--- src/design/ccdpu_pkg.sv ---
`default_nettype none
// ----------------------------------------------------------------------------
// ccdpu_pkg
// Shared types, constants and helpers of the CCD pixel unpacker.
// ----------------------------------------------------------------------------
package ccdpu_pkg;

    localparam int HALF_COLS = 1500;
    localparam int HALF_ROWS = 1000;

    localparam int COL_W   = 11;
    localparam int ROW_W   = 10;
    localparam int ADDR_W  = 5;
    localparam int DATA_W  = 32;

    localparam logic [12:0] HALF_COLS_W = 13'(HALF_COLS);
    localparam logic [12:0] HALF_ROWS_W = 13'(HALF_ROWS);

    localparam logic [COL_W-1:0] COL_COUNT_RST = COL_W'(1500);
    localparam logic [ROW_W-1:0] ROW_COUNT_RST = ROW_W'(1000);

    typedef enum logic [2:0] {
        REG_BINNED    = 3'd0,
        REG_COL_START = 3'd1,
        REG_COL_COUNT = 3'd2,
        REG_ROW_START = 3'd3,
        REG_ROW_COUNT = 3'd4
    } t_reg_idx;

    typedef struct packed {
        logic             binned;
        logic [COL_W-1:0] col_start;
        logic [ROW_W-1:0] row_start;
        logic [COL_W-1:0] ncols;
        logic [ROW_W-1:0] nrows;
    } t_cfg;

    typedef struct packed {
        logic [COL_W-1:0] cbase;
        logic [ROW_W-1:0] rbase;
        logic [15:0]      value;
        logic [1:0]       first;
        logic [1:0]       last;
        logic             win_end;
    } t_job;

    // window count clipped to the sensor edge
    function automatic logic [12:0] clip_cnt(input logic [12:0] start,
                                             input logic [12:0] cnt,
                                             input logic [12:0] limit);
        logic [12:0] room;
        room = limit - start;
        if (start >= limit) begin
            clip_cnt = '0;
        end else if (cnt > room) begin
            clip_cnt = room;
        end else begin
            clip_cnt = cnt;
        end
    endfunction

endpackage
`default_nettype wire

--- src/design/ccdpu_cfg.sv ---
`default_nettype none
// ----------------------------------------------------------------------------
// ccdpu_cfg
// Register file on the APB-style port; keeps the clipped window counts.
// ----------------------------------------------------------------------------
module ccdpu_cfg (
    input  wire logic                       i_clk,
    input  wire logic                       i_rst_n,
    input  wire logic                       psel,
    input  wire logic                       penable,
    input  wire logic                       pwrite,
    input  wire logic [ccdpu_pkg::ADDR_W-1:0] paddr,
    input  wire logic [ccdpu_pkg::DATA_W-1:0] pwdata,
    output logic      [ccdpu_pkg::DATA_W-1:0] prdata,
    output logic                            pready,
    output ccdpu_pkg::t_cfg                 o_cfg
);
    import ccdpu_pkg::*;

    logic             r_binned;
    logic [COL_W-1:0] r_col_start, r_col_count, r_ncols;
    logic [ROW_W-1:0] r_row_start, r_row_count, r_nrows;

    logic             n_binned;
    logic [COL_W-1:0] n_col_start, n_col_count;
    logic [ROW_W-1:0] n_row_start, n_row_count;
    logic [12:0]      cols_clip, rows_clip;
    logic             wr;
    t_reg_idx         idx;

    assign pready = 1'b1;
    assign wr     = psel && penable && pwrite && pready;
    assign idx    = t_reg_idx'(paddr[4:2]);

    always_comb begin
        n_binned    = r_binned;
        n_col_start = r_col_start;
        n_col_count = r_col_count;
        n_row_start = r_row_start;
        n_row_count = r_row_count;
        if (wr) begin
            unique case (idx)
                REG_BINNED:    n_binned    = pwdata[0];
                REG_COL_START: n_col_start = pwdata[COL_W-1:0];
                REG_COL_COUNT: n_col_count = pwdata[COL_W-1:0];
                REG_ROW_START: n_row_start = pwdata[ROW_W-1:0];
                REG_ROW_COUNT: n_row_count = pwdata[ROW_W-1:0];
                default: ;
            endcase
        end
        cols_clip = clip_cnt(13'(n_col_start), 13'(n_col_count), HALF_COLS_W);
        rows_clip = clip_cnt(13'(n_row_start), 13'(n_row_count), HALF_ROWS_W);
    end

    always_ff @(posedge i_clk) begin
        if (!i_rst_n) begin
            r_binned    <= 1'b0;
            r_col_start <= '0;
            r_col_count <= COL_COUNT_RST;
            r_row_start <= '0;
            r_row_count <= ROW_COUNT_RST;
            r_ncols     <= COL_COUNT_RST;
            r_nrows     <= ROW_COUNT_RST;
        end else begin
            r_binned    <= n_binned;
            r_col_start <= n_col_start;
            r_col_count <= n_col_count;
            r_row_start <= n_row_start;
            r_row_count <= n_row_count;
            r_ncols     <= cols_clip[COL_W-1:0];
            r_nrows     <= rows_clip[ROW_W-1:0];
        end
    end

    always_comb begin
        unique case (idx)
            REG_BINNED:    prdata = DATA_W'(r_binned);
            REG_COL_START: prdata = DATA_W'(r_col_start);
            REG_COL_COUNT: prdata = DATA_W'(r_col_count);
            REG_ROW_START: prdata = DATA_W'(r_row_start);
            REG_ROW_COUNT: prdata = DATA_W'(r_row_count);
            default:       prdata = '0;
        endcase
    end

    assign o_cfg = '{binned:    r_binned,
                     col_start: r_col_start,
                     row_start: r_row_start,
                     ncols:     r_ncols,
                     nrows:     r_nrows};

endmodule
`default_nettype wire

--- src/design/ccdpu_core.sv ---
`default_nettype none
// ----------------------------------------------------------------------------
// ccdpu_core
// Byte pairing and window walk; hands one cell job per completed sample.
// ----------------------------------------------------------------------------
module ccdpu_core (
    input  wire logic            i_clk,
    input  wire logic            i_rst_n,
    input  wire ccdpu_pkg::t_cfg i_cfg,
    input  wire logic            i_accept,
    input  wire logic [7:0]      i_data_byte,
    input  wire logic            i_frame_start,
    output logic                 o_job_load,
    output ccdpu_pkg::t_job      o_job
);
    import ccdpu_pkg::*;

    logic [7:0]       r_hold;
    logic             r_bphase;
    logic [1:0]       r_sphase;
    logic [COL_W-1:0] r_col;
    logic [ROW_W-1:0] r_row;
    logic             r_wdone;

    logic [7:0]       n_hold;
    logic             n_bphase;
    logic [1:0]       n_sphase;
    logic [COL_W-1:0] n_col, col_inc;
    logic [ROW_W-1:0] n_row;
    logic             n_wdone;
    logic             emit, cell_end, win_end, stop;
    logic [1:0]       first, last;

    always_comb begin
        n_hold   = r_hold;
        n_bphase = r_bphase;
        n_sphase = r_sphase;
        n_col    = r_col;
        n_row    = r_row;
        n_wdone  = r_wdone;
        emit     = 1'b0;
        cell_end = 1'b0;
        win_end  = 1'b0;
        stop     = 1'b0;
        first    = '0;
        last     = '0;
        col_inc  = '0;
        if (i_frame_start) begin
            n_hold   = '0;
            n_bphase = 1'b0;
            n_sphase = '0;
            n_col    = '0;
            n_row    = '0;
            n_wdone  = 1'b0;
        end
        if (!n_wdone) begin
            if (i_cfg.ncols == '0 || i_cfg.nrows == '0 || n_row >= i_cfg.nrows) begin
                n_wdone = 1'b1;
                stop    = 1'b1;
            end else if (n_col >= i_cfg.ncols) begin
                n_col = '0;
                n_row = n_row + ROW_W'(1);
                if (n_row >= i_cfg.nrows) begin
                    n_wdone = 1'b1;
                    stop    = 1'b1;
                end
            end
            if (!stop) begin
                if (!n_bphase) begin
                    n_hold   = i_data_byte;
                    n_bphase = 1'b1;
                end else begin
                    n_bphase = 1'b0;
                    emit     = 1'b1;
                    if (i_cfg.binned) begin
                        first    = 2'd0;
                        last     = 2'd3;
                        cell_end = 1'b1;
                        n_sphase = 2'd0;
                    end else begin
                        first    = n_sphase;
                        last     = n_sphase;
                        cell_end = (n_sphase == 2'd3);
                        n_sphase = n_sphase + 2'd1;
                    end
                end
            end
        end
        o_job.cbase   = i_cfg.col_start + n_col;
        o_job.rbase   = i_cfg.row_start + n_row;
        o_job.value   = {i_data_byte, n_hold};
        o_job.first   = first;
        o_job.last    = last;
        if (cell_end) begin
            col_inc = n_col + COL_W'(1);
            if (col_inc >= i_cfg.ncols) begin
                n_col = '0;
                n_row = n_row + ROW_W'(1);
                if (n_row >= i_cfg.nrows) begin
                    n_wdone = 1'b1;
                    win_end = 1'b1;
                end
            end else begin
                n_col = col_inc;
            end
        end
        o_job.win_end = win_end;
    end

    assign o_job_load = i_accept && emit;

    always_ff @(posedge i_clk) begin
        if (!i_rst_n) begin
            r_hold   <= '0;
            r_bphase <= 1'b0;
            r_sphase <= '0;
            r_col    <= '0;
            r_row    <= '0;
            r_wdone  <= 1'b0;
        end else if (i_accept) begin
            r_hold   <= n_hold;
            r_bphase <= n_bphase;
            r_sphase <= n_sphase;
            r_col    <= n_col;
            r_row    <= n_row;
            r_wdone  <= n_wdone;
        end
    end

endmodule
`default_nettype wire

--- src/design/ccdpu_emit.sv ---
`default_nettype none
// ----------------------------------------------------------------------------
// ccdpu_emit
// Cell job register and output word register; one write per unstalled cycle.
// ----------------------------------------------------------------------------
module ccdpu_emit (
    input  wire logic            i_clk,
    input  wire logic            i_rst_n,
    input  wire logic            i_job_load,
    input  wire ccdpu_pkg::t_job i_job,
    output logic                 o_job_ready,
    output logic                 o_out_valid,
    input  wire logic            i_out_stall,
    output logic [11:0]          o_pixel_col,
    output logic [10:0]          o_pixel_row,
    output logic [15:0]          o_pixel_value,
    output logic                 o_run_last,
    output logic                 o_frame_done
);
    import ccdpu_pkg::*;

    t_job       r_job;
    logic       r_job_v;
    logic [1:0] r_k;
    logic       take, job_done, out_free, at_last;

    assign out_free    = !o_out_valid || !i_out_stall;
    assign take        = r_job_v && out_free;
    assign at_last     = (r_k == r_job.last);
    assign job_done    = take && at_last;
    assign o_job_ready = !r_job_v || job_done;

    always_ff @(posedge i_clk) begin
        if (!i_rst_n) begin
            r_job_v     <= 1'b0;
            o_out_valid <= 1'b0;
        end else begin
            r_job_v     <= i_job_load || (r_job_v && !job_done);
            o_out_valid <= take || (o_out_valid && i_out_stall);
        end
    end

    always_ff @(posedge i_clk) begin
        if (i_job_load) begin
            r_job <= i_job;
            r_k   <= i_job.first;
        end else if (take && !at_last) begin
            r_k   <= r_k + 2'd1;
        end
        if (take) begin
            o_pixel_col   <= {r_job.cbase, r_k[1]};
            o_pixel_row   <= {r_job.rbase, r_k[1] ^ r_k[0]};
            o_pixel_value <= r_job.value;
            o_run_last    <= at_last;
            o_frame_done  <= at_last && r_job.win_end;
        end
    end

    a_done_is_last: assert property (@(posedge i_clk) disable iff (!i_rst_n)
        o_out_valid && o_frame_done |-> o_run_last)
        else $error("frame_done without run_last");

    a_k_in_range: assert property (@(posedge i_clk) disable iff (!i_rst_n)
        r_job_v |-> r_k <= r_job.last)
        else $error("cell index beyond last");

    a_no_overrun: assert property (@(posedge i_clk) disable iff (!i_rst_n)
        i_job_load |-> (!r_job_v || job_done))
        else $error("job loaded over a pending job");

    a_job_holds: assert property (@(posedge i_clk) disable iff (!i_rst_n)
        take && !at_last |=> r_job_v)
        else $error("job dropped before last write");

endmodule
`default_nettype wire

--- src/design/ccd_pixel_unpack_to_frame.sv ---
`default_nettype none
// ----------------------------------------------------------------------------
// ccd_pixel_unpack_to_frame
// Pairs ADC bytes into 16-bit samples and issues frame-store writes.
// ----------------------------------------------------------------------------
// The high byte of a sample loads the cell job register; its first write is
// then registered in the output word register. Throughput: one byte per
// unstalled input cycle; one write per unstalled output cycle. A binned sample
// gives four writes; input is stalled while a cell job has writes pending.
// Reset (synchronous, active low) clears counters and valids and loads the
// register defaults: full mode, window 0..1499 by 0..999.
module ccd_pixel_unpack_to_frame (
    input  wire logic                         i_clk,
    input  wire logic                         i_rst_n,
    input  wire logic                         i_in_valid,
    output logic                              o_in_stall,
    input  wire logic [7:0]                   i_data_byte,
    input  wire logic                         i_frame_start,
    output logic                              o_out_valid,
    input  wire logic                         i_out_stall,
    output logic [11:0]                       o_pixel_col,
    output logic [10:0]                       o_pixel_row,
    output logic [15:0]                       o_pixel_value,
    output logic                              o_run_last,
    output logic                              o_frame_done,
    input  wire logic                         psel,
    input  wire logic                         penable,
    input  wire logic                         pwrite,
    input  wire logic [ccdpu_pkg::ADDR_W-1:0] paddr,
    input  wire logic [ccdpu_pkg::DATA_W-1:0] pwdata,
    output logic      [ccdpu_pkg::DATA_W-1:0] prdata,
    output logic                              pready
);
    import ccdpu_pkg::*;

    t_cfg cfg;
    t_job job;
    logic job_load, job_ready, accept;

    assign o_in_stall = !job_ready;
    assign accept     = i_in_valid && !o_in_stall;

    ccdpu_cfg u_cfg (
        .i_clk   (i_clk),
        .i_rst_n (i_rst_n),
        .psel    (psel),
        .penable (penable),
        .pwrite  (pwrite),
        .paddr   (paddr),
        .pwdata  (pwdata),
        .prdata  (prdata),
        .pready  (pready),
        .o_cfg   (cfg)
    );

    ccdpu_core u_core (
        .i_clk         (i_clk),
        .i_rst_n       (i_rst_n),
        .i_cfg         (cfg),
        .i_accept      (accept),
        .i_data_byte   (i_data_byte),
        .i_frame_start (i_frame_start),
        .o_job_load    (job_load),
        .o_job         (job)
    );

    ccdpu_emit u_emit (
        .i_clk         (i_clk),
        .i_rst_n       (i_rst_n),
        .i_job_load    (job_load),
        .i_job         (job),
        .o_job_ready   (job_ready),
        .o_out_valid   (o_out_valid),
        .i_out_stall   (i_out_stall),
        .o_pixel_col   (o_pixel_col),
        .o_pixel_row   (o_pixel_row),
        .o_pixel_value (o_pixel_value),
        .o_run_last    (o_run_last),
        .o_frame_done  (o_frame_done)
    );

endmodule
`default_nettype wire
--- config.mk ---
export PLATFORM = sky130hd
export DESIGN_NAME = ccd_pixel_unpack_to_frame
export DESIGN_NICKNAME = d
export VERILOG_FILES = /design/src/design/ccdpu_pkg.sv /design/src/design/ccdpu_cfg.sv /design/src/design/ccdpu_core.sv /design/src/design/ccdpu_emit.sv /design/src/design/ccd_pixel_unpack_to_frame.sv
export SDC_FILE = /design/constraint.sdc
export NUM_CORES = 1
export LEC_CHECK = 0
export BUFFER_PORTS_ARGS = -buffer_cell sky130_fd_sc_hd__buf_4
export CAP_MARGIN = 20
export CORE_ASPECT_RATIO = 1.25
export CORE_MARGIN = 5
export CORE_UTILIZATION = 54
export DETAILED_ROUTE_END_ITERATION = 10
export PLACE_DENSITY = 0.77
export SLEW_MARGIN = 20
export SYNTH_ARGS = -nofsm -noshare
export SYNTH_HDL_FRONTEND = slang
export SYNTH_HIERARCHICAL = 1
export SYNTH_SLANG_ARGS = --single-unit
--- constraint.sdc ---
create_clock -name i_clk -period 7.44 [get_ports i_clk]
set_clock_uncertainty 0.2 [all_clocks]
set_input_delay 1.488 -clock i_clk [delete_from_list [all_inputs] [get_ports i_clk]]
set_output_delay 1.488 -clock i_clk [all_outputs]
set_load 0.005 [all_outputs]
==> results of run 1 <==
## layout make-up
type / instances / area [um^2]
clock buffers: 18 / 439
repair buffers: 102 / 766
multi-input cells: 897 / 6520
fillers: 1824 / 8450
inverters: 62 / 233
well taps: 279 / 349
clock inverters: 14 / 166
flip-flops and latches: 182 / 4470
## metal layers
metal / share of wire / up-vias / global-route usage
li1: - / 4472 / -
met1: 0.41 / 4355 / 0.289
met2: 0.49 / 346 / 0.405
met3: 0.065 / 62 / 0.0405
met4: 0.037 / 0 / 0.101
met5: 0 / - / 0
## power groups by stage
stage          logic, mW  clock network [mW]  registers [mW]
2_1_floorplan      0.215                   0            1.11
3_3_place_gp       0.275                   0            1.12
3_5_place_dp       0.282                   0            1.12
4_1_cts            0.284               0.930            1.10
5_1_grt            0.319               0.980            1.10
6_report           0.287               0.919            1.10
## logic make-up (layout without fill, tap and decap cells)
group	count (synthesis)	count (layout)
XOR/XNOR	75	75
adder cells (fa/ha/maj)	96	96
other	2	22
multiplexers	70	70
AND/OR/NAND/NOR	357	357
flip-flops	182	182
AO/OA/AOI/OAI	277	277
buffers and inverters	148	196
## registers in the layout, summed over array words and instances, names as in the netlist, 2 cells and up
register	flops
u_cfg/r_row_count	10
u_cfg/r_ncols	11
u_cfg/r_nrows	10
u_cfg/r_col_count	11
u_emit/r_k	2
u_core/r_sphase	2
u_cfg/r_col_start	11
u_emit/r_job	40
u_emit/o_pixel_value	16
u_emit/o_pixel_col	12
u_core/r_row	10
u_cfg/r_row_start	10
u_emit/o_pixel_row	11
u_core/r_col	11
u_core/r_hold	8
## metrics by stage
stage | power (mW) | instances | instance area, um^2 | hold WS (ps) | util
after CTS | 2.31 | 1554 | 12900 | 216 | 0.605
final | 2.30 | 1554 | 12900 | 216 | 0.605
after global placement | 1.39 | 1522 | 12300 | 200 | 0.577
after global routing | 2.40 | 1554 | 12900 | 214 | 0.605
after floorplan | 1.33 | 1227 | 11700 | 200 | -
after detailed placement | 1.40 | 1522 | 12300 | 205 | 0.577
## worst max path at each step
stage / start / end / slack, ps / depth (start not counted)
finish: i_frame_start / u_core/r_row[9] / 810 / 24
CTS: i_frame_start / u_core/r_row[9] / 930 / 24
detailed placement: i_frame_start / u_core/r_row[9] / 500 / 25
global route: i_frame_start / u_core/r_row[9] / 470 / 24
global placement: i_frame_start / u_core/r_row[9] / 560 / 24
floorplan: i_frame_start / u_core/r_row[9] / 40 / 29
## cell usage after synthesis (all sizes together), types with 8 or more instances
library cell | number | area share
xor2 | 25 | 0.020
inv | 62 | 0.020
nor3 | 14 | 0.0070
and2 | 26 | 0.014
a22oi | 21 | 0.014
o21bai | 16 | 0.010
nand3b | 9 | 0.0058
o21a | 11 | 0.0078
a31oi | 16 | 0.0086
nor2b | 25 | 0.014
nor4 | 8 | 0.0043
buf | 53 | 0.031
nand2b | 18 | 0.0097
nand3 | 46 | 0.020
xnor2 | 50 | 0.038
a21oi | 59 | 0.026
clkbuf | 33 | 0.011
a21o | 18 | 0.012
nand2 | 55 | 0.018
mux2i | 53 | 0.046
ha | 93 | 0.10
o21ai | 43 | 0.019
o311ai | 11 | 0.0083
dfxtp | 99 | 0.17
a22o | 8 | 0.0060
and3 | 15 | 0.0081
nor2 | 103 | 0.034
mux2 | 16 | 0.016
o22ai | 9 | 0.0048
o31ai | 10 | 0.0073
edfxtp | 83 | 0.21
nand4 | 11 | 0.0059
## worst register-to-register path, stage by stage, from the launching register on
cell and delay (ps):
dfxtp_1 460, nor2b_1 180, ha_1 260, a21o_1 170, a21oi_1 250, o311a_1 270, o21a_4 210, nor3_4 70
nor2_1 180, and2_1 280, ha_1 200, and2_1 170, inv_1 50, nor4_1 410, xnor2_1 210, nor2_1 70
ha_1 320, nand4_1 100, nor4_1 290, a211o_1 160, o21ai_0 110, or4b_1 540, or4_1 490, nand3_1 100
==> metrics, run 1 <==
TritonRoute pass-1 iters 7; Pleak between 5 and 6 nW; sw frac 0.259; Setup crit start kind input port; I/O pin count 129; hold buffers post-CTS 0; drc violations 0; Peak supply drop 0.159 mV; status finished, final reports clean; Post-DP HPWL 22200 um; mux cell area share after synthesis 0.0631; compound-cell area share of the yosys netlist 0.168; Synth Area in Simple Gates 0.160; Gate power share 0.125; die height between 150 and 200 um; routability cong. 0.998; synth unique cells a little under 90; reg2reg end u_core/r_row[9]; reg2reg path depth 23; share of layout cells above drive strength 1 0.139; # rows 60; Crit path largest cell delay 540 ps; Worst slew margin 0.366; Port Buffer Count 83; Post-synth top flop dfxtp_1; CP top delay family simple AND/OR/NAND/NOR gates; Seq pwr share 0.476; internal power 1.71 mW; H-tree levels 4; die area between 20000 and 25000 um^2; most frequent cells in the layout buf_4 (102), nor2_1 (102), dfxtp_1 (99), ha_1 (93), edfxtp_1 (83); final period utilization 0.891; critical hold path startpoint u_emit/r_job[39]; clk_lat worst skew 430 ps; clk buf depth 2; clock slew at reported path FFs 70 ps; hold depth 0; Psw 0.597 mW; Starting Density 0.543; asr flop ratio synth 0; total grt overflow 0; Critical Path End Type flop; Die Wd about 140 um; final setup margin 809 ps; critical path's most frequent cell ha_1; TritonCTS clock tree built; Post-Synth XOR/XNOR Area 0.0572; routed vias 9235; Crit path arrival time between 6000 and 7000 ps; hold crit path type flop to flop; Synth Area in Adders 0.105; R2R setup slack 1660 ps; fmax 151 MHz; synth warn 6; final hold viol count 0; main combinational cell family by area after synthesis compound AO/OA/AOI/OAI gates; Tot GR Track Use 0.235; Critical-path top delay cell or4b_1; total CTS buffers 17; sequential area share after synthesis 0.385; actual slew at the worst max-slew pin 950 ps; post-CTS setup buffers 0; mapped cell area 11600 um^2; Final Max Slew Viols 0; Synth Instances 1207; critical-path cell list buf_4 -> buf_4 -> nor2b_1 -> ha_1 -> o21ai_0 -> a21oi_1 -> o221a_2 -> nor3_4 -> nor2_1 -> and2_1 -> ha_1 -> and2_1 -> inv_1 -> nor4_1 -> xnor2_1 -> nor2_1 -> ha_1 -> nand4_1 -> nor4_1 -> a211o_1 -> o21ai_0 -> or4b_1 -> or4_1 -> nand3_1; max_cap viols 0; CTS sink cnt roughly 180; WS Path Type input port to flop; antenna violations before repair 0; CTS root buffer clkbuf_16; synthesized flop and latch total around 180; Hold EP u_emit/o_pixel_col[9]; Post-synth EDFFs 83; unrepaired setup endpoints after global routing no; endpoints failing setup 0; min cycle time layout 6630 ps; clock network power share 0.399; buffers plus inverters on the worst setup path 3; Critical R2R Launch u_core/r_col[6]; CP max FO 29; CTS resizes 0; routed length per instance between 15 and 20 um; antenna fix cells 0; Post-DRT Antenna Nets 0; synthesized area per cell 9.62 um^2; fin nets ~1400; Via-to-Cell Ratio around 6; area growth from synthesis to layout 11.5%; Setup WS pre-CTS between 500 and 600 ps; vias in the first global route just over 9000; Core Area 21400 um^2; wirelength, routed a little under 30000 um; required time of the critical path 7610 ps; global-route wire length before repair 46600 um; largest net degree at the start of global routing 55; setup TNS 0 ps; Power per Cell Area 178 nW/um^2; Initial DRC Count 672
No activity file was read; power rests on OpenSTA's default activity.
==> run 2, diff against run 1 <==
PLACE_DENSITY = 0.84   (was 0.77)
SKIP_CTS_REPAIR_TIMING = 1   (was not set)
==> metrics, run 2 (synthesized netlist as in run 1, its figures left out) <==
Worst Setup SP i_frame_start; Die Wd between 100 and 150 um; share of layout cells above drive strength 1 0.136; endpoints failing setup 0; Setup crit start kind input port; max reg flops 40; total grt overflow 0; clk buf depth 2; clk_lat worst skew 440 ps; antenna violations before repair 0; vias in the first global route 9104; total CTS buffers 17; critical hold path startpoint u_emit/r_job[40]; final period utilization 0.905; cell area after layout 12900 um^2; # rows 60; H-tree levels 4; wirelength, routed 29000 um; clock slew at reported path FFs 80 ps; biggest regs u_emit/r_job x40, u_emit/o_pixel_value x16, u_emit/o_pixel_col x12; actual slew at the worst max-slew pin between 1000 and 1500 ps; global-route wire length before repair 46000 um; Initial DRC Count 761; Final Max Slew Viols 0; status finished, final reports clean; Tot GR Track Use 0.232; routability cong. 0.965; fmax approximately 150 MHz; unrepaired setup endpoints after global routing no; Area after DPL 12300 um^2; Port Buffer Count 83; fin nets 1404; Crit path arrival time 6910 ps; TritonCTS clock tree built; Worst slew margin 0.289; Biggest register u_emit/r_job; required time of the critical path 7620 ps; Starting Density 0.543; Critical Path End Type flop; most frequent cells in the layout nor2_1 (102), dfxtp_1 (99), buf_4 (96), ha_1 (93), edfxtp_1 (83); area growth from synthesis to layout 11.1%; Core Area 21400 um^2; Power per Cell Area 178 nW/um^2; die area 24600 um^2; Post-DRT Antenna Nets 0; Hold WS 219 ps; Via-to-Cell Ratio 6.14; commonest non-fill, non-tap cell in the layout nor2_1; final hold viol count 0; largest net degree at the start of global routing 54; die height 174 um; drc violations 0; I/O pin count 129; antenna fix cells 0; min cycle time layout 6740 ps; TritonRoute pass-1 iters 6; Peak supply drop 0.157 mV; routed vias 9502; CP max FO 21; Post-DP HPWL 21900 um; Pleak between 5 and 6 nW; hold crit path type flop to flop; Critical R2R Launch u_core/r_col[6]; max_cap viols 0; CTS sink cnt about 180; WS Path Type input port to flop; CTS root buffer clkbuf_16; routed length per instance about 19 um; setup TNS 0 ps
run 2: cell count changes in the layout (fill, tap and decap cells not counted):
cell / previous run / this run
buf_4: 102 / 96
clkinvlp_4: 3 / 0
clkinv_8: 0 / 2
inv_8: 4 / 6
bufinv_16: 2 / 1
clkbuf_8: 1 / 0
clkinv_1: 1 / 0
clkinv_4: 2 / 3
inv_6: 2 / 3
o21ai_0: 37 / 36
o21ai_1: 3 / 4
run 2: through the flow:
stage                     total power [mW]   util  setup WS, ps  cells
after floorplan                       1.33      -          35.4   1227
after global placement                1.39  0.575           449   1516
after detailed placement              1.40  0.575           347   1516
after CTS                             2.31  0.603           766   1548
after global routing                  2.40  0.603           254   1548
final                                 2.30  0.603           703   1548
run 2: area by class of cell:
type                    instances  area, um^2
clock inverters                15         183
fillers                      1719        8490
flip-flops and latches        182        4470
clock buffers                  17         425
multi-input cells             897        6520
well taps                     279         349
inverters                      62         233
repair buffers                 96         721
run 2: where the power goes:
part	total (mW)	leakage [nW]	switching (mW)	internal, mW
combinational	0.286	3.60	0.171	0.114
sequential	1.10	1.57	0.0211	1.08
clock	0.919	0.300	0.434	0.486
run 2: worst paths after layout:
path         slack [ps]  cells after the start                     end
max                 700                     25         u_core/r_row[9]
min                 220                      0  u_emit/o_pixel_col[10]
max reg2reg        1540                     23         u_core/r_row[9]
min reg2reg         220                      0  u_emit/o_pixel_col[10]
run 2: layer usage:
metal / vias up / part of all wire / wire [um] / global-route usage
met3: 94 / 0.074 / 2140 / 0.0399
met4: 0 / 0.046 / 1330 / 0.115
met2: 446 / 0.48 / 13900 / 0.388
li1: 4470 / - / - / -
met1: 4492 / 0.40 / 11600 / 0.287
met5: - / 0 / 0 / 0
run 2: worst max-delay path: stages:
cell and delay (ps):
buf_4 240, nand2b_1 210, inv_1 70, ha_1 290, a21o_1 150, a31oi_1 160, o311a_1 240, o21a_4 210
nor3_4 80, nor2_1 140, and2_1 250, ha_1 280, and2_1 210, inv_1 50, nor4_1 370, xnor2_1 190
nor2_1 60, ha_1 330, nand4_1 100, nor4_1 310, a211o_1 170, o21ai_0 150, or4b_1 530, or4_1 490
nand3_1 100
==> run 3, diff against run 2 <==
CORE_UTILIZATION = 43   (was 54)
PLACE_DENSITY = 0.71   (was 0.84)
==> metrics, run 3 (synthesized netlist as in run 1, its figures left out) <==
status finished, final reports clean; Post-DRT Antenna Nets 0; H-tree levels 4; total grt overflow 0; setup TNS 0 ps; Worst slew margin 0.268; Starting Density 0.434; hold crit path type flop to flop; Filler cells 2458; Critical Path End Type flop; clock slew at reported path FFs ~80 ps; clk buf depth 2; max_cap viols 0; share of layout cells above drive strength 1 0.139; Tot Pwr ~2.3 mW; total CTS buffers 17; Setup WS pre-CTS 457 ps; min cycle time layout 6610 ps; buffers plus inverters on the worst setup path 3; Setup crit start kind input port; # rows 67; Area after DPL about 12000 um^2; actual slew at the worst max-slew pin 1090 ps; final hold viol count 0; most frequent cells in the layout buf_4 (102), nor2_1 (102), dfxtp_1 (99), ha_1 (93), edfxtp_1 (83); Port Buffer Count 83; die area 30400 um^2; TritonCTS clock tree built; I/O pin count 129; CP max FO 16; routability cong. 0.910; routed length per instance 18.6 um; biggest regs u_emit/r_job x40, u_emit/o_pixel_value x16, u_emit/o_pixel_col x12; final period utilization 0.888; Initial DRC Count 993; Crit path arrival time 6780 ps; endpoints failing setup 0; max reg flops 40; Via-to-Cell Ratio 5.79; die height slightly below 200 um; Crit path largest cell delay around 520 ps; wirelength, routed 30100 um; area growth from synthesis to layout 12.2%; antenna violations before repair 0; global-route wire length before repair 46900 um; WS Path Type input port to flop; largest net degree at the start of global routing 55; Core Area between 20000 and 30000 um^2; drc violations 0; Biggest register u_emit/r_job; CP top delay family simple AND/OR/NAND/NOR gates; critical path's most frequent cell ha_1; unrepaired setup endpoints after global routing no; Peak supply drop 0.158 mV; antenna fix cells 0; Finished Core Util 0.487; Post-DP HPWL about 23000 um; routed vias 9384; fin nets 1410; clk_lat worst skew 440 ps; CTS sink cnt 182; cell area after layout ~13000 um^2; TritonRoute pass-1 iters 6; final setup margin 835 ps; vias in the first global route 8917; Tot GR Track Use 0.192; fmax 151 MHz; required time of the critical path 7610 ps; Power per Cell Area 178 nW/um^2; Die Wd 157 um; Final Max Slew Viols 0; CTS root buffer clkbuf_16; Critical-path top delay cell or4b_1; Pleak about 5.5 nW
-- run 3: report_power, final --
part / leakage, nW / internal [mW] / switching [mW]
logic: 3.63 / 0.117 / 0.177
clock network: 0.299 / 0.462 / 0.465
registers: 1.57 / 1.08 / 0.0210
total: 5.50 / 1.65 / 0.663
-- run 3: metal layers --
metal,routed length (um),global-route usage,part of all wire
met1,13100,0.250,0.43
met2,14300,0.320,0.48
met3,1760,0.0279,0.058
met4,974,0.0759,0.032
met5,0,0,0
-- run 3: worst register-to-register path, delay by kind of cell (launching register included) --
kind                     cells  cell delay (ps)
buffers and inverters        1               50
AO/OA/AOI/OAI                6             1190
flip-flops                   1              470
adder cells (fa/ha/maj)      3              740
AND/OR/NAND/NOR             12             2870
XOR/XNOR                     1              200
-- run 3: layout make-up --
class                      count  area, um^2  share of cell area
timing repair buffer         102         766              0.0587
multi-input combinational    897        6520               0.500
sequential                   182        4470               0.343
inverter                      62         233              0.0179
clock buffer                  17         425              0.0326
clock inverter                15         191              0.0147
tap                          345         432              0.0331
-- run 3: metrics by stage --
| stage | hold WS, ps | instances |
|---|---|---|
| final | 207 | 1620 |
| after global routing | 214 | 1620 |
| after CTS | 214 | 1620 |
| after detailed placement | 205 | 1588 |
| after global placement | 200 | 1588 |
| after floorplan | 200 | 1227 |
-- run 3: worst paths after layout --
path / startpoint / to / slack [ps] / depth (start not counted)
max: i_frame_start / u_core/r_row[9] / 830 / 25
min reg2reg: u_emit/r_job[21] / u_emit/o_pixel_row[1] / 210 / 0
max reg2reg: u_core/r_col[6] / u_core/r_row[9] / 1660 / 23
min: u_emit/r_job[21] / u_emit/o_pixel_row[1] / 210 / 0
